$ cat src/design/l_shape_route_capacity_engine_top_assert.svh
// ----------------------------------------------------------------------------
// l_shape_route_capacity_engine_top_assert.svh
// assertion macros shared by the route capacity engine modules
// ----------------------------------------------------------------------------
`ifndef L_SHAPE_ROUTE_CAPACITY_ENGINE_TOP_ASSERT_SVH
`define L_SHAPE_ROUTE_CAPACITY_ENGINE_TOP_ASSERT_SVH
`ifndef SYNTH
// property that must hold in the same cycle as its antecedent
`define LSRCE_ASSERT(lbl, clk, rstn, prop, msg) \
  lbl: assert property (@(posedge clk) disable iff (!rstn) prop) else $error(msg);
// property whose consequent must hold in the cycle after its antecedent
`define LSRCE_ASSERT_NEXT(lbl, clk, rstn, ante, cons, msg) \
  lbl: assert property (@(posedge clk) disable iff (!rstn) (ante) |=> (cons)) \
    else $error(msg);
`else
`define LSRCE_ASSERT(lbl, clk, rstn, prop, msg)
`define LSRCE_ASSERT_NEXT(lbl, clk, rstn, ante, cons, msg)
`endif
`endif

$ cat src/design/lsrce_pkg.sv
`timescale 1ns / 1ps
// ----------------------------------------------------------------------------
// lsrce_pkg
// shared types and constants of the l-shape route capacity engine
// ----------------------------------------------------------------------------
package lsrce_pkg;

  // field widths
  localparam int CW       = 8;   // coordinate width
  localparam int CFGW     = 10;  // capacity register width
  localparam int CAPW     = 12;  // stored edge capacity width
  localparam int CFG_IDXW = 1;   // register index width

  // default grid size
  localparam int GRID_W_DEF = 256;
  localparam int GRID_H_DEF = 256;

  // command queue depth
  localparam int QDEPTH = 2;

  // request modes
  localparam logic [1:0] MODE_ROUTE = 2'd0;
  localparam logic [1:0] MODE_RIPUP = 2'd1;
  localparam logic [1:0] MODE_INIT  = 2'd2;

  // register indexes
  localparam logic [CFG_IDXW-1:0] CFG_HORIZ_INIT = 1'd0;
  localparam logic [CFG_IDXW-1:0] CFG_VERT_INIT  = 1'd1;

  // capacity saturation limits
  localparam logic signed [CAPW-1:0] CAP_MIN = 12'sh800;
  localparam logic signed [CAPW-1:0] CAP_MAX = 12'sh7FF;

  // classified command
  typedef enum logic [1:0] {
    CMD_NOP,
    CMD_ROUTE,
    CMD_RIPUP,
    CMD_INIT
  } cmd_op_e;

  typedef struct packed {
    cmd_op_e         op;
    logic            has_bend;
    logic [CW-1:0]   col;   // source column, vertical leg
    logic [CW-1:0]   row;   // sink row, horizontal leg
    logic [CW-1:0]   y_lo;
    logic [CW-1:0]   y_hi;
    logic [CW-1:0]   x_lo;
    logic [CW-1:0]   x_hi;
  } cmd_t;

endpackage

$ cat src/design/lsrce_front.sv
`timescale 1ns / 1ps
// ----------------------------------------------------------------------------
// lsrce_front
// accepts request words, checks the grid bounds and classifies them
// ----------------------------------------------------------------------------
module lsrce_front #(
  parameter int GRID_W = lsrce_pkg::GRID_W_DEF,
  parameter int GRID_H = lsrce_pkg::GRID_H_DEF
) (
  input  logic                    in_valid_i,
  output logic                    in_stall_o,
  input  logic [1:0]              mode_i,
  input  logic [lsrce_pkg::CW-1:0] src_x_i,
  input  logic [lsrce_pkg::CW-1:0] src_y_i,
  input  logic [lsrce_pkg::CW-1:0] dst_x_i,
  input  logic [lsrce_pkg::CW-1:0] dst_y_i,
  input  logic                    q_full_i,
  input  logic                    boot_clear_i,
  output logic                    push_o,
  output lsrce_pkg::cmd_t         cmd_o
);
  import lsrce_pkg::*;

  logic on_grid;
  logic walk;

  // hold off while the queue is full or the grid is still being cleared
  assign in_stall_o = q_full_i | boot_clear_i;
  assign push_o     = in_valid_i & ~in_stall_o;

  assign on_grid = (32'(src_x_i) < 32'(GRID_W)) && (32'(dst_x_i) < 32'(GRID_W)) &&
                   (32'(src_y_i) < 32'(GRID_H)) && (32'(dst_y_i) < 32'(GRID_H));

  assign walk = (mode_i inside {MODE_ROUTE, MODE_RIPUP}) && on_grid;

  // classify and precompute the path ranges
  always_comb begin
    cmd_o = '0;
    case (mode_i)
      MODE_ROUTE: cmd_o.op = on_grid ? CMD_ROUTE : CMD_NOP;
      MODE_RIPUP: cmd_o.op = on_grid ? CMD_RIPUP : CMD_NOP;
      MODE_INIT:  cmd_o.op = CMD_INIT;
      default:    cmd_o.op = CMD_NOP;
    endcase
    if (walk) begin
      cmd_o.has_bend = (src_x_i != dst_x_i) && (src_y_i != dst_y_i);
      cmd_o.col      = src_x_i;
      cmd_o.row      = dst_y_i;
      cmd_o.y_lo     = (src_y_i < dst_y_i) ? src_y_i : dst_y_i;
      cmd_o.y_hi     = (src_y_i < dst_y_i) ? dst_y_i : src_y_i;
      cmd_o.x_lo     = (src_x_i < dst_x_i) ? src_x_i : dst_x_i;
      cmd_o.x_hi     = (src_x_i < dst_x_i) ? dst_x_i : src_x_i;
    end
  end

endmodule

$ cat config.mk
export PLATFORM = sky130hd
export DESIGN_NAME = lsrce_front
export DESIGN_NICKNAME = d
export VERILOG_FILES = /design/src/design/l_shape_route_capacity_engine_top_assert.svh /design/src/design/lsrce_pkg.sv /design/src/design/lsrce_front.sv
export SDC_FILE = /design/constraint.sdc
export NUM_CORES = 1
export LEC_CHECK = 0
export BUFFER_PORTS_ARGS = -buffer_cell sky130_fd_sc_hd__buf_2
export CAP_MARGIN = 20
export CORE_MARGIN = 2
export CORE_UTILIZATION = 32
export DETAILED_ROUTE_END_ITERATION = 10
export PLACE_DENSITY_LB_ADDON = 0.2
export SYNTH_ARGS = -nofsm -noshare
export SYNTH_HDL_FRONTEND = slang
export SYNTH_SLANG_ARGS = --single-unit
$ cat constraint.sdc
create_clock -name vclk -period 3.1
set_clock_uncertainty 0.1 [all_clocks]
set_input_delay 0.62 -clock vclk [all_inputs]
set_output_delay 0.62 -clock vclk [all_outputs]
set_load 0.05 [all_outputs]
==> results of run 1 <==
==> routing by layer <==
layer / vias to the layer above / GRT usage
met2: 52 / 0.293
met3: 5 / 0.00630
met4: 0 / 0.0182
met5: - / 0
li1: 687 / -
met1: 594 / 0.169
==> final cells by class <==
type	instances	area (um^2)	area share
multi-input combinational	113	1290	0.582
inverter	35	141	0.0640
timing repair buffer	98	727	0.329
tap	44	55.1	0.0249
==> cells in the final DEF (no fill, tap or decap), drive strengths merged <==
cell type,Yosys,layout
nor2b,2,2
a21oi,6,6
o21ai,3,3
nand2,34,34
o211ai,1,1
nand4,2,2
a2111oi,1,1
a21o,1,1
nor2,5,5
mux2i,32,32
clkbuf,4,6
ha,20,20
inv,35,35
nand3,2,2
or2,2,2
and3,2,2
buf,2,92
==> through the flow <==
stage          setup TNS (ns)  power [mW]  area [um^2]  hold WS (ns)
2_1_floorplan           -3.70       0.480         1390          1.36
3_3_place_gp            -1.19       0.602         1940          1.50
3_5_place_dp            -1.40       0.604         1940          1.50
4_1_cts                     0       0.639         2040          1.50
5_1_grt               -0.0491       0.716         2210          1.52
6_report                    0       0.679         2210          1.50
==> where the power goes <==
group          internal, mW  total, mW  switching [mW]
Sequential                0          0               0
Combinational         0.267      0.679           0.411
Clock                     0          0               0
Total                 0.267      0.679           0.411
==> cell families after synthesis <==
kind of cell	Yosys count	synth area share
buf+inv	41	0.160
fa+ha+maj	20	0.238
mux	32	0.304
compound gates	12	0.0950
simple gates	49	0.203
==> how the worst max path moves through the flow <==
| stage | slack, ns | to | cells after the start | startpoint |
|---|---|---|---|---|
| 6_report | 0.03 | cmd_o[1] | 11 | dst_x_i[1] |
| 3_5_place_dp | -0.10 | cmd_o[9] | 10 | dst_x_i[1] |
| 4_1_cts | 0.0008 | cmd_o[2] | 11 | dst_x_i[1] |
| 2_1_floorplan | -0.23 | cmd_o[10] | 7 | src_x_i[1] |
| 5_1_grt | -0.02 | cmd_o[0] | 11 | dst_x_i[1] |
| 3_3_place_gp | -0.09 | cmd_o[9] | 10 | dst_x_i[1] |
==> what timing repair did <==
action,in CTS,in global routing
hold buffers,0,0
resized for setup,17,66
setup endpoints to repair,16,32
pin swaps,1,6
gates cloned,1,0
setup buffers,1,0
==> flow_summary.ini, run 1 <==
[die]
die_y_um = 61.4
pin_count = 90
coreArea_mm2 = 0.00310
num_rows = 20
dieArea_mm2 = 0.00377
die_x_um = 61.4
start_util = 0.340

[final_layout]
nFillCells = 265
area_growth_pct = 110
drive_above_1_share = 0.606
seq_area_um2 = 0
final_cells = 290
fin_nets = 305
nClkBuffers = 0
seq_cells = 0
postLayoutCoreUtil = 0.713
antennaDiodeCount = 0

[grt]
grt_usage = 0.144
antenna_found_initial = 0
gr-total-overflow = 0
first_global_vias = 1143
grt_pass1_wl_um = 4420
grt_max_degree = 34

[routing]
ant_nets = 0
avgViaCountPerCell = 4.61
drc = 0
wl_met3_um = 221
wl_met2_um = 1690
vias = 1338
drt_iter0_markers = 22
wire_per_inst_um = 10.8
met1_length_um = 1180
wl_um = 3140
routed.top_layer = met4
dr.pass1.iters = 4

[sta]
max_freq_mhz = 326
worstMarginPinSlew_ns = 0.566
finalCritPeriodShare = 0.989
layout_setup_ws_ns = 0.0346
hold_viol_final = 0
setup_viol = 0
rsz0062_at_grt = true
relSlewSlack = 0.623
slew_viol_final = 0
min_period_ns = 3.07

[setup_path]
critPathMostFrequentCell = buf_6
cp.arrival_ns = 2.35
crit_required_ns = 2.38
crit_type = primary input to output pin
crit_fanout = 8
cp.buffers_inverters = 5
startpoint_type = primary input
cp_slowest_stage_delay_ns = 0.28
endpoint_kind = output pin
cp_slowest_cell = a2111oi_4
critical_path.top_delay_family = buffers and inverters
crit_path_cell_trace = buf_6 -> inv_6 -> ha_4 -> nor2b_4 -> o211ai_2 -> a21oi_2 -> a2111oi_4 -> buf_4 -> buf_12 -> mux2i_2 -> buf_6

[synth]
yosysWarnings = 0
netlist_area_mm2 = 0.00105
synth_cells = 154
yosys.area.top_type_share = 0.304
ys_top_cells_by_area = mux2i_1, ha_1, inv_1, nand2_1, a2111oi_4
synthDistinctLibCells = 22
yosys-top-cells-count = inv_1, nand2_1, mux2i_1
yosysMostFrequentCell = inv_1
netlist.top_cell.by_area = mux2i_1
ys_seq_area_frac = 0
synth.avg_cell_area_um2 = 6.84
syn-num-nets = 211

[power]
ir_drop_mv = 0.172
p_leak_nw = 1.18
powerDensity_mw_per_mm2 = 307

[placement]
port_buffers = 90
pre_cts_slack_ns = -0.104
globalplace.congestion = 0.704
numPlacedInstances = 288
hpwl_um = 2450

[status]
outcome = finished, final reports clean

[min_path]
min-delay-start = in_valid_i
worstHoldPathCells = 4
hp-class = primary input to output pin
min_to = push_o

[run]
max_cap_viol_count = 0
No activity file was read; power rests on OpenSTA's default activity.
==> run 2, diff against run 1 <==
- BUFFER_PORTS_ARGS: -buffer_cell sky130_fd_sc_hd__buf_2 -> default
- DONT_BUFFER_PORTS: default -> 1
==> flow_summary.ini, run 2 (synthesized netlist as in run 1, its figures left out) <==
[grt]
gr-total-overflow = 0
grt_pass1_wl_um = 4910
antenna_found_initial = 0
grt_usage = 0.162
grt_max_degree = 18
first_global_vias = 1181

[sta]
min_period_ns = 2.99
rsz0062_at_grt = false
slew_viol_final = 0
relSlewSlack = 0.705
hold_viol_final = 0
max_freq_mhz = 334
finalCritPeriodShare = 0.966
tns_ns = 0
worstMarginPinSlew_ns = 0.444
setup_viol = 0

[die]
dieArea_mm2 = 0.00377
die_x_um = 61.4
num_rows = 20
coreArea_mm2 = 0.00310
die_y_um = 61.4
start_util = 0.340
pin_count = 90

[setup_path]
critical_path.top_delay_family = compound AO/OA/AOI/OAI gates
startpoint_type = primary input
crit_path_cell_trace = ha_4 -> nor2b_4 -> o211ai_2 -> a21oi_2 -> a2111oi_4 -> buf_12 -> mux2i_2 -> buf_12
crit_fanout = 16
cp_slowest_stage_delay_ns = 0.33
endpoint_kind = output pin
cp.arrival_ns = 2.27
cp.buffers_inverters = 2
cp_slowest_cell = a2111oi_4
crit_type = primary input to output pin
critPathMostFrequentCell = buf_12
crit_required_ns = 2.38

[placement]
globalplace.congestion = 0.774
port_buffers = 0
hpwl_um = 2820

[clock_network]
cts_setup_buffers = 0
cts_resized = 0
hold_buffers = 0

[final_layout]
seq_area_um2 = 0
nFillCells = 247
postLayoutCoreUtil = 0.689
final_common_cell = buf_12
layout_common_cells = buf_12, inv_1, nand2_1
fin_nets = 246
multiInputGateArea_mm2 = 0.00122
antennaDiodeCount = 0
seq_cells = 0
area_growth_pct = 103
drive_above_1_share = 0.439
nClkBuffers = 0

[routing]
avgViaCountPerCell = 4.96
ant_nets = 0
drc = 0
vias = 1146
wire_per_inst_um = 13.2
wl_um = 3040
drt_iter0_markers = 18
dr.pass1.iters = 2

[power]
powerDensity_mw_per_mm2 = 337
p_leak_nw = 1.02
ir_drop_mv = 0.179

[status]
outcome = finished, final reports clean

[min_path]
hp-class = primary input to output pin

[run]
max_cap_viol_count = 0
[run 2: per-layer routing]
metal  vias to the layer above  GRT usage  wire length [um]
li1                        569          -                 -
met1                       527      0.177               992
met2                        48      0.343              1810
met3                         2     0.0126               219
met5                         -          0                 0
met4                         0     0.0122                15
[run 2: per-stage QoR]
step | instances | worst slack, ns | area, um^2 | power, mW | hold WS (ns)
final | 231 | 0.106 | 2140 | 0.720 | 1.38
after global routing | 231 | 0.0275 | 2140 | 0.752 | 1.40
after CTS | 231 | 0.0867 | 2140 | 0.727 | 1.38
after detailed placement | 231 | 0.0869 | 2140 | 0.726 | 1.38
after global placement | 231 | 0.114 | 2140 | 0.716 | 1.38
after floorplan | 154 | -0.234 | 1390 | 0.480 | 1.36
[run 2: worst paths after layout]
| check | from | to | slack, ns | depth (start not counted) |
|---|---|---|---|---|
| worst max-delay path | src_x_i[1] | cmd_o[4] | 0.11 | 8 |
| worst min-delay path | in_valid_i | push_o | 1.38 | 3 |
[run 2: layout make-up]
type | instances | area share
repair buffers | 39 | 0.342
well taps | 44 | 0.0257
inverters | 35 | 0.0638
multi-input cells | 113 | 0.569
[run 2: worst min-delay path, stage by stage]
cell,delay [ns]
inv_1,0.03
nor2_1,0.04
buf_4,0.18
[run 2: where the power goes]
| part | internal, mW | switching, mW | total (mW) |
|---|---|---|---|
| combinational | 0.314 | 0.406 | 0.720 |
| clock | 0 | 0 | 0 |
| sequential | 0 | 0 | 0 |
