===== config.mk =====
export PLATFORM = sky130hd
export DESIGN_NAME = lsrce_fifo
export DESIGN_NICKNAME = d
export VERILOG_FILES = /design/src/design/lsrce_pkg.sv /design/src/design/lsrce_fifo.sv
export VERILOG_INCLUDE_DIRS = /design/src /design/src/design
export SDC_FILE = /design/constraint.sdc
export NUM_CORES = 1
export LEC_CHECK = 0
export BUFFER_PORTS_ARGS = -buffer_cell sky130_fd_sc_hd__buf_2
export CORE_MARGIN = 4
export CORE_UTILIZATION = 40
export CTS_CLUSTER_DIAMETER = 200
export DETAILED_ROUTE_END_ITERATION = 10
export PLACE_DENSITY = 0.73
export SLEW_MARGIN = 20
export SYNTH_ARGS = -nofsm -noshare
export SYNTH_HDL_FRONTEND = slang
export SYNTH_SLANG_ARGS = --single-unit

===== constraint.sdc =====
create_clock -name clk_i -period 4.65 [get_ports clk_i]
set_input_delay 0 -clock clk_i [delete_from_list [all_inputs] [get_ports clk_i]]
set_output_delay 0 -clock clk_i [all_outputs]
set_load 0.01 [all_outputs]

===== src/design/l_shape_route_capacity_engine_top_assert.svh =====
// ----------------------------------------------------------------------------
// l_shape_route_capacity_engine_top_assert.svh
// assertion macros shared by the route capacity engine modules
// ----------------------------------------------------------------------------
`ifndef L_SHAPE_ROUTE_CAPACITY_ENGINE_TOP_ASSERT_SVH
`define L_SHAPE_ROUTE_CAPACITY_ENGINE_TOP_ASSERT_SVH
`ifndef SYNTH
// property that must hold in the same cycle as its antecedent
`define LSRCE_ASSERT(lbl, clk, rstn, prop, msg) \
  lbl: assert property (@(posedge clk) disable iff (!rstn) prop) else $error(msg);
// property whose consequent must hold in the cycle after its antecedent
`define LSRCE_ASSERT_NEXT(lbl, clk, rstn, ante, cons, msg) \
  lbl: assert property (@(posedge clk) disable iff (!rstn) (ante) |=> (cons)) \
    else $error(msg);
`else
`define LSRCE_ASSERT(lbl, clk, rstn, prop, msg)
`define LSRCE_ASSERT_NEXT(lbl, clk, rstn, ante, cons, msg)
`endif
`endif


===== src/design/lsrce_pkg.sv =====
`timescale 1ns / 1ps
// ----------------------------------------------------------------------------
// lsrce_pkg
// shared types and constants of the l-shape route capacity engine
// ----------------------------------------------------------------------------
package lsrce_pkg;

  // field widths
  localparam int CW       = 8;   // coordinate width
  localparam int CFGW     = 10;  // capacity register width
  localparam int CAPW     = 12;  // stored edge capacity width
  localparam int CFG_IDXW = 1;   // register index width

  // default grid size
  localparam int GRID_W_DEF = 256;
  localparam int GRID_H_DEF = 256;

  // command queue depth
  localparam int QDEPTH = 2;

  // request modes
  localparam logic [1:0] MODE_ROUTE = 2'd0;
  localparam logic [1:0] MODE_RIPUP = 2'd1;
  localparam logic [1:0] MODE_INIT  = 2'd2;

  // register indexes
  localparam logic [CFG_IDXW-1:0] CFG_HORIZ_INIT = 1'd0;
  localparam logic [CFG_IDXW-1:0] CFG_VERT_INIT  = 1'd1;

  // capacity saturation limits
  localparam logic signed [CAPW-1:0] CAP_MIN = 12'sh800;
  localparam logic signed [CAPW-1:0] CAP_MAX = 12'sh7FF;

  // classified command
  typedef enum logic [1:0] {
    CMD_NOP,
    CMD_ROUTE,
    CMD_RIPUP,
    CMD_INIT
  } cmd_op_e;

  typedef struct packed {
    cmd_op_e         op;
    logic            has_bend;
    logic [CW-1:0]   col;   // source column, vertical leg
    logic [CW-1:0]   row;   // sink row, horizontal leg
    logic [CW-1:0]   y_lo;
    logic [CW-1:0]   y_hi;
    logic [CW-1:0]   x_lo;
    logic [CW-1:0]   x_hi;
  } cmd_t;

endpackage


===== src/design/lsrce_fifo.sv =====
`timescale 1ns / 1ps
`include "l_shape_route_capacity_engine_top_assert.svh"
// ----------------------------------------------------------------------------
// lsrce_fifo
// short command queue between the front classifier and the back walker
// ----------------------------------------------------------------------------
module lsrce_fifo (
  input  logic                clk_i,
  input  logic                rst_ni,
  input  logic                push_i,
  input  lsrce_pkg::cmd_t     din_i,
  output logic                full_o,
  input  logic                pop_i,
  output lsrce_pkg::cmd_t     dout_o,
  output logic                empty_o
);
  import lsrce_pkg::*;

  localparam int PW = $clog2(QDEPTH);

  cmd_t          entry_q [QDEPTH];
  logic [PW-1:0] wr_ptr_q, wr_ptr_d;
  logic [PW-1:0] rd_ptr_q, rd_ptr_d;
  logic [PW:0]   cnt_q, cnt_d;

  assign full_o  = (cnt_q == (PW+1)'(QDEPTH));
  assign empty_o = (cnt_q == '0);
  assign dout_o  = entry_q[rd_ptr_q];

  // pointer and fill count update
  always_comb begin
    wr_ptr_d = push_i ? PW'(wr_ptr_q + 1'b1) : wr_ptr_q;
    rd_ptr_d = pop_i ? PW'(rd_ptr_q + 1'b1) : rd_ptr_q;
    cnt_d    = cnt_q;
    if (push_i && !pop_i) begin
      cnt_d = cnt_q + 1'b1;
    end else if (pop_i && !push_i) begin
      cnt_d = cnt_q - 1'b1;
    end
  end

  always_ff @(posedge clk_i or negedge rst_ni) begin
    if (!rst_ni) begin
      wr_ptr_q <= '0;
      rd_ptr_q <= '0;
      cnt_q    <= '0;
    end else begin
      wr_ptr_q <= wr_ptr_d;
      rd_ptr_q <= rd_ptr_d;
      cnt_q    <= cnt_d;
    end
  end

  // entry storage
  always_ff @(posedge clk_i) begin
    if (push_i) begin
      entry_q[wr_ptr_q] <= din_i;
    end
  end

  `LSRCE_ASSERT(a_no_push_full, clk_i, rst_ni, push_i |-> !full_o, "push into full queue")
  `LSRCE_ASSERT(a_no_pop_empty, clk_i, rst_ni, pop_i |-> !empty_o, "pop from empty queue")

endmodule


==> results of run 1 <==
## power breakdown
part / switching [mW] / internal [mW]
Combinational: 0.355 / 0.521
Clock: 0.315 / 0.204
Sequential: 0.175 / 1.27
Total: 0.846 / 1.99
## per-stage QoR
step	instance area [µm²]	std cells	worst slack (ns)	util, %
after floorplan	4119	175	1.508	-
after global placement	4737	411	2.834	47.80
after detailed placement	4737	411	2.809	47.80
after CTS	5470	482	2.594	55.20
after global routing	5470	482	2.523	55.20
final	5470	482	2.648	55.20
## sequential cells by signal, summed over array words and instances, names as in the netlist
signal	flops
entry_q	102
cnt_q	2
rd_ptr_q	1
wr_ptr_q	1
## worst max path at each step
stage	cells after the start	slack, ns	start	endpoint
after floorplan	1	1.51	wr_ptr_q	entry_q[0][0]
after global placement	2	2.83	wr_ptr_q	entry_q[0][42]
after detailed placement	2	2.81	wr_ptr_q	entry_q[0][10]
after CTS	2	2.59	rd_ptr_q	dout_o[31]
after global routing	2	2.52	rd_ptr_q	dout_o[31]
final	2	2.65	rd_ptr_q	dout_o[31]
## cell families after synthesis
group                      Yosys count  share of synthesized area [%]
DFF                                106                          76.79
muxes                               51                          18.41
buffers and inverters                7                          2.795
xor gates and xnor gates             5                          1.063
and+or+nand+nor                      5                         0.6380
adders and majority gates            1                         0.3037
## layer usage
layer	global-route usage [%]	wire length (µm)
met4	5.254	140
met2	22.10	3715
met3	3.758	427
met1	14.37	2949
met5	0	0
## final cells by class
cell class              count  share of cell area (%)
flip-flops and latches    106                   57.89
repair buffers            164                   20.13
multi-input cells          62                   15.53
well taps                 133                   3.042
clock buffers               9                   2.264
clock inverters             7                   1.075
inverters                   1                 0.06862
## cells in the final DEF, fill, tap and decap left out, types with 2 or more instances in the layout
cell type	instances
sky130_fd_sc_hd__buf_2	107
sky130_fd_sc_hd__edfxtp_1	102
sky130_fd_sc_hd__dlygate4sd3_1	55
sky130_fd_sc_hd__mux2_4	49
sky130_fd_sc_hd__clkbuf_8	9
sky130_fd_sc_hd__xor2_1	4
sky130_fd_sc_hd__inv_6	3
sky130_fd_sc_hd__dfrtp_1	3
sky130_fd_sc_hd__nor2_1	2
sky130_fd_sc_hd__mux2_2	2
sky130_fd_sc_hd__buf_4	2
## repair_timing
action,CTS,global route
gates resized for setup,0,0
hold buffers,55,0
hold endpoints to repair,108,0
==> results.sh, run 1 <==
export IMPL_postSynthAreaPerCell_um2=23.54
export IMPL_worst_endpoint_required_ns=4.65
export IMPL_clock_fmax_mhz=499.5
export IMPL_crit_path_top_delay_cell="sky130_fd_sc_hd__dfrtp_4"
export IMPL_yosys_cell_count_top_type="sky130_fd_sc_hd__edfxtp_1"
export IMPL_horizontal_extent_of_the_die_um=109.5
export IMPL_detailedRoute_firstPassIterationCount=4
export IMPL_r2r_depth=2
export IMPL_worst_margin_slew_ns=0.9657
export IMPL_count_of_flip_flops_with_a_built_in_enable_after_synthesis=102
export IMPL_clk_transition_reported_paths_ns=0.10
export IMPL_tritoncts_num_sinks=106
export IMPL_r2r_end="entry_q[0][9]"
export IMPL_cpPeakStageDelay_ns=1.09
export IMPL_skew_pair_late_insertion_delay_ns=0.35
export IMPL_sequential_area_share_after_synthesis_pct=76.79
export IMPL_antenna_violating_nets_post_route=0
export IMPL_dr_total_vias=2158
export IMPL_min_period_ns=2.002
export IMPL_postCtsSetupBuffers=0
export IMPL_report_power_total_mw=2.840
export IMPL_finalClockSkew_ns=0.004169
export IMPL_critical_path_class="flop to primary output"
export IMPL_multi_input_comb_area_um2=849.6
export IMPL_route_detailed_wl_per_inst_um=15.01
export IMPL_wire_length_of_the_first_global_routing_pass_mm=11.20
export IMPL_wp_data_arrival_ns=2.00
export IMPL_coreArea_um2=9910
export IMPL_rows=36
export IMPL_pin_count=108
export IMPL_drive_above_1_share_pct=51.29
export IMPL_startpoint_of_the_most_critical_hold_path="din_i[25]"
export IMPL_routabilityCongestion=0.6863
export IMPL_grt_pass1_vias=2277
export IMPL_hold_violations=0
export IMPL_grt_max_degree=53
export IMPL_drc=0
export IMPL_path_cells="mux2_2 -> buf_2"
export IMPL_regToRegSetupSlack_ns=2.80
export IMPL_report_final_setup_viol=0
export IMPL_cts_inserted_buffers=9
export IMPL_holdCritPathClass="input port to flop"
export IMPL_overflow=0
export IMPL_slew_violations=0
export IMPL_critical_path_n_buffers_inverters=1
export IMPL_ff_latch_area_um2=3167
export IMPL_hpwl_mm=4.544
export IMPL_postSynthCellCount=175
export IMPL_fin_worst_hold_slack_ns=0.3606
export IMPL_cts_root_buffer="sky130_fd_sc_hd__clkbuf_8"
export IMPL_grt_use_total_pct=12.63
export IMPL_fin_setup_tns_ns=0
export IMPL_filler_cell_count=800
export IMPL_static_leakage_power_nw=2.219
export IMPL_dieArea_um2=11980
export IMPL_synthDominantCellAreaShare_pct=74.36
export IMPL_synth_common_cells="102 x sky130_fd_sc_hd__edfxtp_1, 49 x sky130_fd_sc_hd__mux2_4, 5 x sky130_fd_sc_hd__buf_12"
export IMPL_outcome="finished clean"
export IMPL_ys_top_cells_by_area="sky130_fd_sc_hd__edfxtp_1 74%, sky130_fd_sc_hd__mux2_4 18%, sky130_fd_sc_hd__buf_12 2.4%, sky130_fd_sc_hd__dfrtp_1 2.4%, sky130_fd_sc_hd__xor2_1 0.85%"
export IMPL_effective_utilization_at_floorplan_pct=41.57
export IMPL_ir_drop_mv=0.3743
export IMPL_dominantRegCellSynth="sky130_fd_sc_hd__edfxtp_1"
export IMPL_synth_seq_cells=106
export IMPL_n_antenna_cell=0
export IMPL_postRouteWirelength_mm=7.233
export IMPL_syn_num_nets=231
export IMPL_relSlewSlack_pct=35.62
export IMPL_via_per_inst=4.477
export IMPL_syn_area_um2=4119
export IMPL_power_density_nw_per_um2=519.1
export IMPL_crit_path_start_kind="flop"
export IMPL_ys_warn_count=0
export IMPL_cts_htree_levels=3
export IMPL_cap_viol_max_count=0
export IMPL_grt_setup_unrepaired="no"
export IMPL_post_synth_top_area_cell="sky130_fd_sc_hd__edfxtp_1"
export IMPL_drtIter0Drc=82
export IMPL_area_growth_synth_to_final_pct=32.81
export IMPL_port_buffers=107
export IMPL_worst_path_max_fanout=52
export IMPL_cp_end_kind="primary output"
export IMPL_initial_antenna_violation_count=0
export IMPL_floorplan_die_height_um=109.5
export IMPL_async_reset_ff_share_pct=3.774
export IMPL_clock_tree_from_tritoncts="built"
export IMPL_max_clock_path_buffers=2
export IMPL_min_path_cells=2
export IMPL_layout_worst_path_cycle_share_pct=43.05
export IMPL_cpLargestDelayFamily="flip-flops"
export IMPL_timing_rr_start="wr_ptr_q"
export IMPL_holdPathEnd="entry_q[1][25]"
export IMPL_layout_nets=400
export IMPL_ys_types=13
No activity file was read; power rests on OpenSTA's default activity.
==> run 2: changes to the inputs <==
--- a/config.mk
+++ b/config.mk
@@ -11,7 +11,7 @@
 export CORE_UTILIZATION = 40
 export CTS_CLUSTER_DIAMETER = 200
 export DETAILED_ROUTE_END_ITERATION = 10
-export PLACE_DENSITY = 0.73
+export PLACE_DENSITY = 0.76
 export SLEW_MARGIN = 20
 export SYNTH_ARGS = -nofsm -noshare
 export SYNTH_HDL_FRONTEND = slang
==> constraint.sdc (replaced) <==
create_clock -name clk_i -period 1.75 [get_ports clk_i]
set_input_delay 0 -clock clk_i [delete_from_list [all_inputs] [get_ports clk_i]]
set_output_delay 0 -clock clk_i [all_outputs]
set_load 0.01 [all_outputs]
==> run 2 against run 1 <==
Sequential power is 150% higher. Register-to-register slack worse by 2.3 ns. Global-route usage is 0.12 points lower. Clock power is 150% higher. Clock skew hardly changed. Critical path type unchanged. Highest routed layer unchanged.
==> results.sh, run 2 (same netlist as run 1, synthesis figures left out) <==
export IMPL_outcome="finished clean"
export IMPL_regToRegSetupSlack_ns=0.45
export IMPL_grt_use_total_pct=12.51
export IMPL_cts_inserted_buffers=9
export IMPL_clock_fmax_mhz=636.2
export IMPL_drc=0
export IMPL_ir_drop_mv=1.018
export IMPL_static_leakage_power_nw=2.230
export IMPL_grt_busiest_layer="met2"
export IMPL_power_density_nw_per_um2=1368
export IMPL_largest_register_ff_count=102
export IMPL_report_final_setup_viol=0
export IMPL_finalClockSkew_ns=0.004658
export IMPL_pin_count=108
export IMPL_detailedRoute_firstPassIterationCount=4
export IMPL_via_per_inst=4.477
export IMPL_antenna_violating_nets_post_route=0
export IMPL_layout_nets=404
export IMPL_cp_end_kind="primary output"
export IMPL_postCtsSetupBuffers=0
export IMPL_drive_above_1_share_pct=50.71
export IMPL_worst_path_max_fanout=33
export IMPL_coreArea_um2=9910
export IMPL_grt_pass1_vias=2303
export IMPL_max_flop_register="entry_q"
export IMPL_n_antenna_cell=0
export IMPL_clk_transition_reported_paths_ns=0.09
export IMPL_min_period_ns=1.572
export IMPL_largestRegisters="entry_q x102, cnt_q x2"
export IMPL_tritoncts_num_sinks=106
export IMPL_drtIter0Drc=67
export IMPL_cts_resized=0
export IMPL_holdPathEnd="entry_q[0][25]"
export IMPL_min_path_cells=2
export IMPL_fin_util_pct=55.56
export IMPL_globalRouteMet3Util_pct=2.995
export IMPL_met1_usage_pct=13.89
export IMPL_max_clock_path_buffers=2
export IMPL_r2r_end="entry_q[1][9]"
export IMPL_slew_violations=0
export IMPL_crit_path_start_kind="flop"
export IMPL_initial_antenna_violation_count=0
export IMPL_hold_violations=0
export IMPL_grt_setup_unrepaired="no"
export IMPL_dr_total_vias=2176
export IMPL_rows=36
export IMPL_fin_setup_tns_ns=0
export IMPL_cap_viol_max_count=0
export IMPL_final_common_cell="sky130_fd_sc_hd__buf_2"
export IMPL_clock_tree_from_tritoncts="built"
export IMPL_commonest_non_fill_non_tap_cells_in_the_layout="107 x sky130_fd_sc_hd__buf_2, 102 x sky130_fd_sc_hd__edfxtp_1, 55 x sky130_fd_sc_hd__dlygate4sd3_1, 49 x sky130_fd_sc_hd__mux2_4, 9 x sky130_fd_sc_hd__clkbuf_8"
export IMPL_cts_htree_levels=3
export IMPL_route_detailed_wl_per_inst_um=14.80
export IMPL_global_route_usage_met2_pct=22.49
export IMPL_report_power_total_mw=7.529
export IMPL_worst_endpoint_required_ns=1.75
export IMPL_relSlewSlack_pct=73.64
export IMPL_horizontal_extent_of_the_die_um=109.5
export IMPL_wp_data_arrival_ns=1.57
export IMPL_cts_root_buffer="sky130_fd_sc_hd__clkbuf_8"
export IMPL_layout_worst_path_cycle_share_pct=89.81
export IMPL_timing_rr_start="wr_ptr_q"
export IMPL_worst_margin_slew_ns=0.3954
export IMPL_effective_utilization_at_floorplan_pct=41.57
export IMPL_startpoint_of_the_most_critical_hold_path="din_i[25]"
export IMPL_r2r_depth=2
export IMPL_dieArea_um2=11980
export IMPL_area_growth_synth_to_final_pct=33.66
export IMPL_wire_length_of_the_first_global_routing_pass_mm=11.09
export IMPL_grt_max_degree=34
export IMPL_port_buffers=107
export IMPL_holdCritPathClass="input port to flop"
export IMPL_overflow=0
export IMPL_postRouteWirelength_mm=7.191
export IMPL_routabilityCongestion=0.6665
export IMPL_critical_path_class="flop to primary output"
export IMPL_floorplan_die_height_um=109.5
export IMPL_skew_pair_late_insertion_delay_ns=0.35
run 2: worst max-delay path by stage:
stage	start	slack, ns	to
after detailed placement	wr_ptr_q	0.43	entry_q[1][14]
final	rd_ptr_q	0.18	dout_o[31]
after CTS	rd_ptr_q	0.13	dout_o[30]
after global placement	wr_ptr_q	0.46	entry_q[1][5]
after global routing	rd_ptr_q	0.09	dout_o[30]
after floorplan	wr_ptr_q	0.15	entry_q[0][0]
run 2: critical path, cell delays in order, from the launching register on:
cell and delay (ns):
sky130_fd_sc_hd__dfrtp_4 0.45, sky130_fd_sc_hd__buf_12 0.24, sky130_fd_sc_hd__mux2_2 0.37, sky130_fd_sc_hd__buf_2 0.14
run 2: layer usage:
metal / vias to the layer above / part of all wire (%)
met4: 0 / 1.4
met3: 9 / 6.3
met5: - / 0
met2: 77 / 53
li1: 1026 / -
met1: 1064 / 39
run 2: timing repair:
item,CTS,global route
hold endpoints to repair,108,0
hold buffers,55,0
endpoints found under the setup margin,0,0
run 2: where the power goes:
part	internal (mW)	switching [mW]	total (mW)
logic	1.46	1.26	2.71
clock network	0.512	0.767	1.28
registers	3.38	0.160	3.54
run 2: layout make-up:
type,instances,area [µm²]
Clock buffer,11,131.4
Clock inverter,5,31.28
Fill cell,805,4404
Inverter,1,3.754
Multi-Input combinational cell,62,849.6
Sequential cell,106,3167
Tap cell,133,166.4
Timing Repair Buffer,168,1156
run 2: through the flow:
| step | std cells | instance area [µm²] | hold slack (ns) | setup slack [ns] |
|---|---|---|---|---|
| 6_report | 486 | 5505 | 0.3684 | 0.1783 |
| 4_1_cts | 486 | 5505 | 0.3350 | 0.1324 |
| 3_5_place_dp | 415 | 4792 | -0.1859 | 0.4332 |
| 2_1_floorplan | 175 | 4128 | -0.2956 | 0.1464 |
| 3_3_place_gp | 415 | 4792 | -0.1884 | 0.4561 |
| 5_1_grt | 486 | 5505 | 0.3365 | 0.09034 |
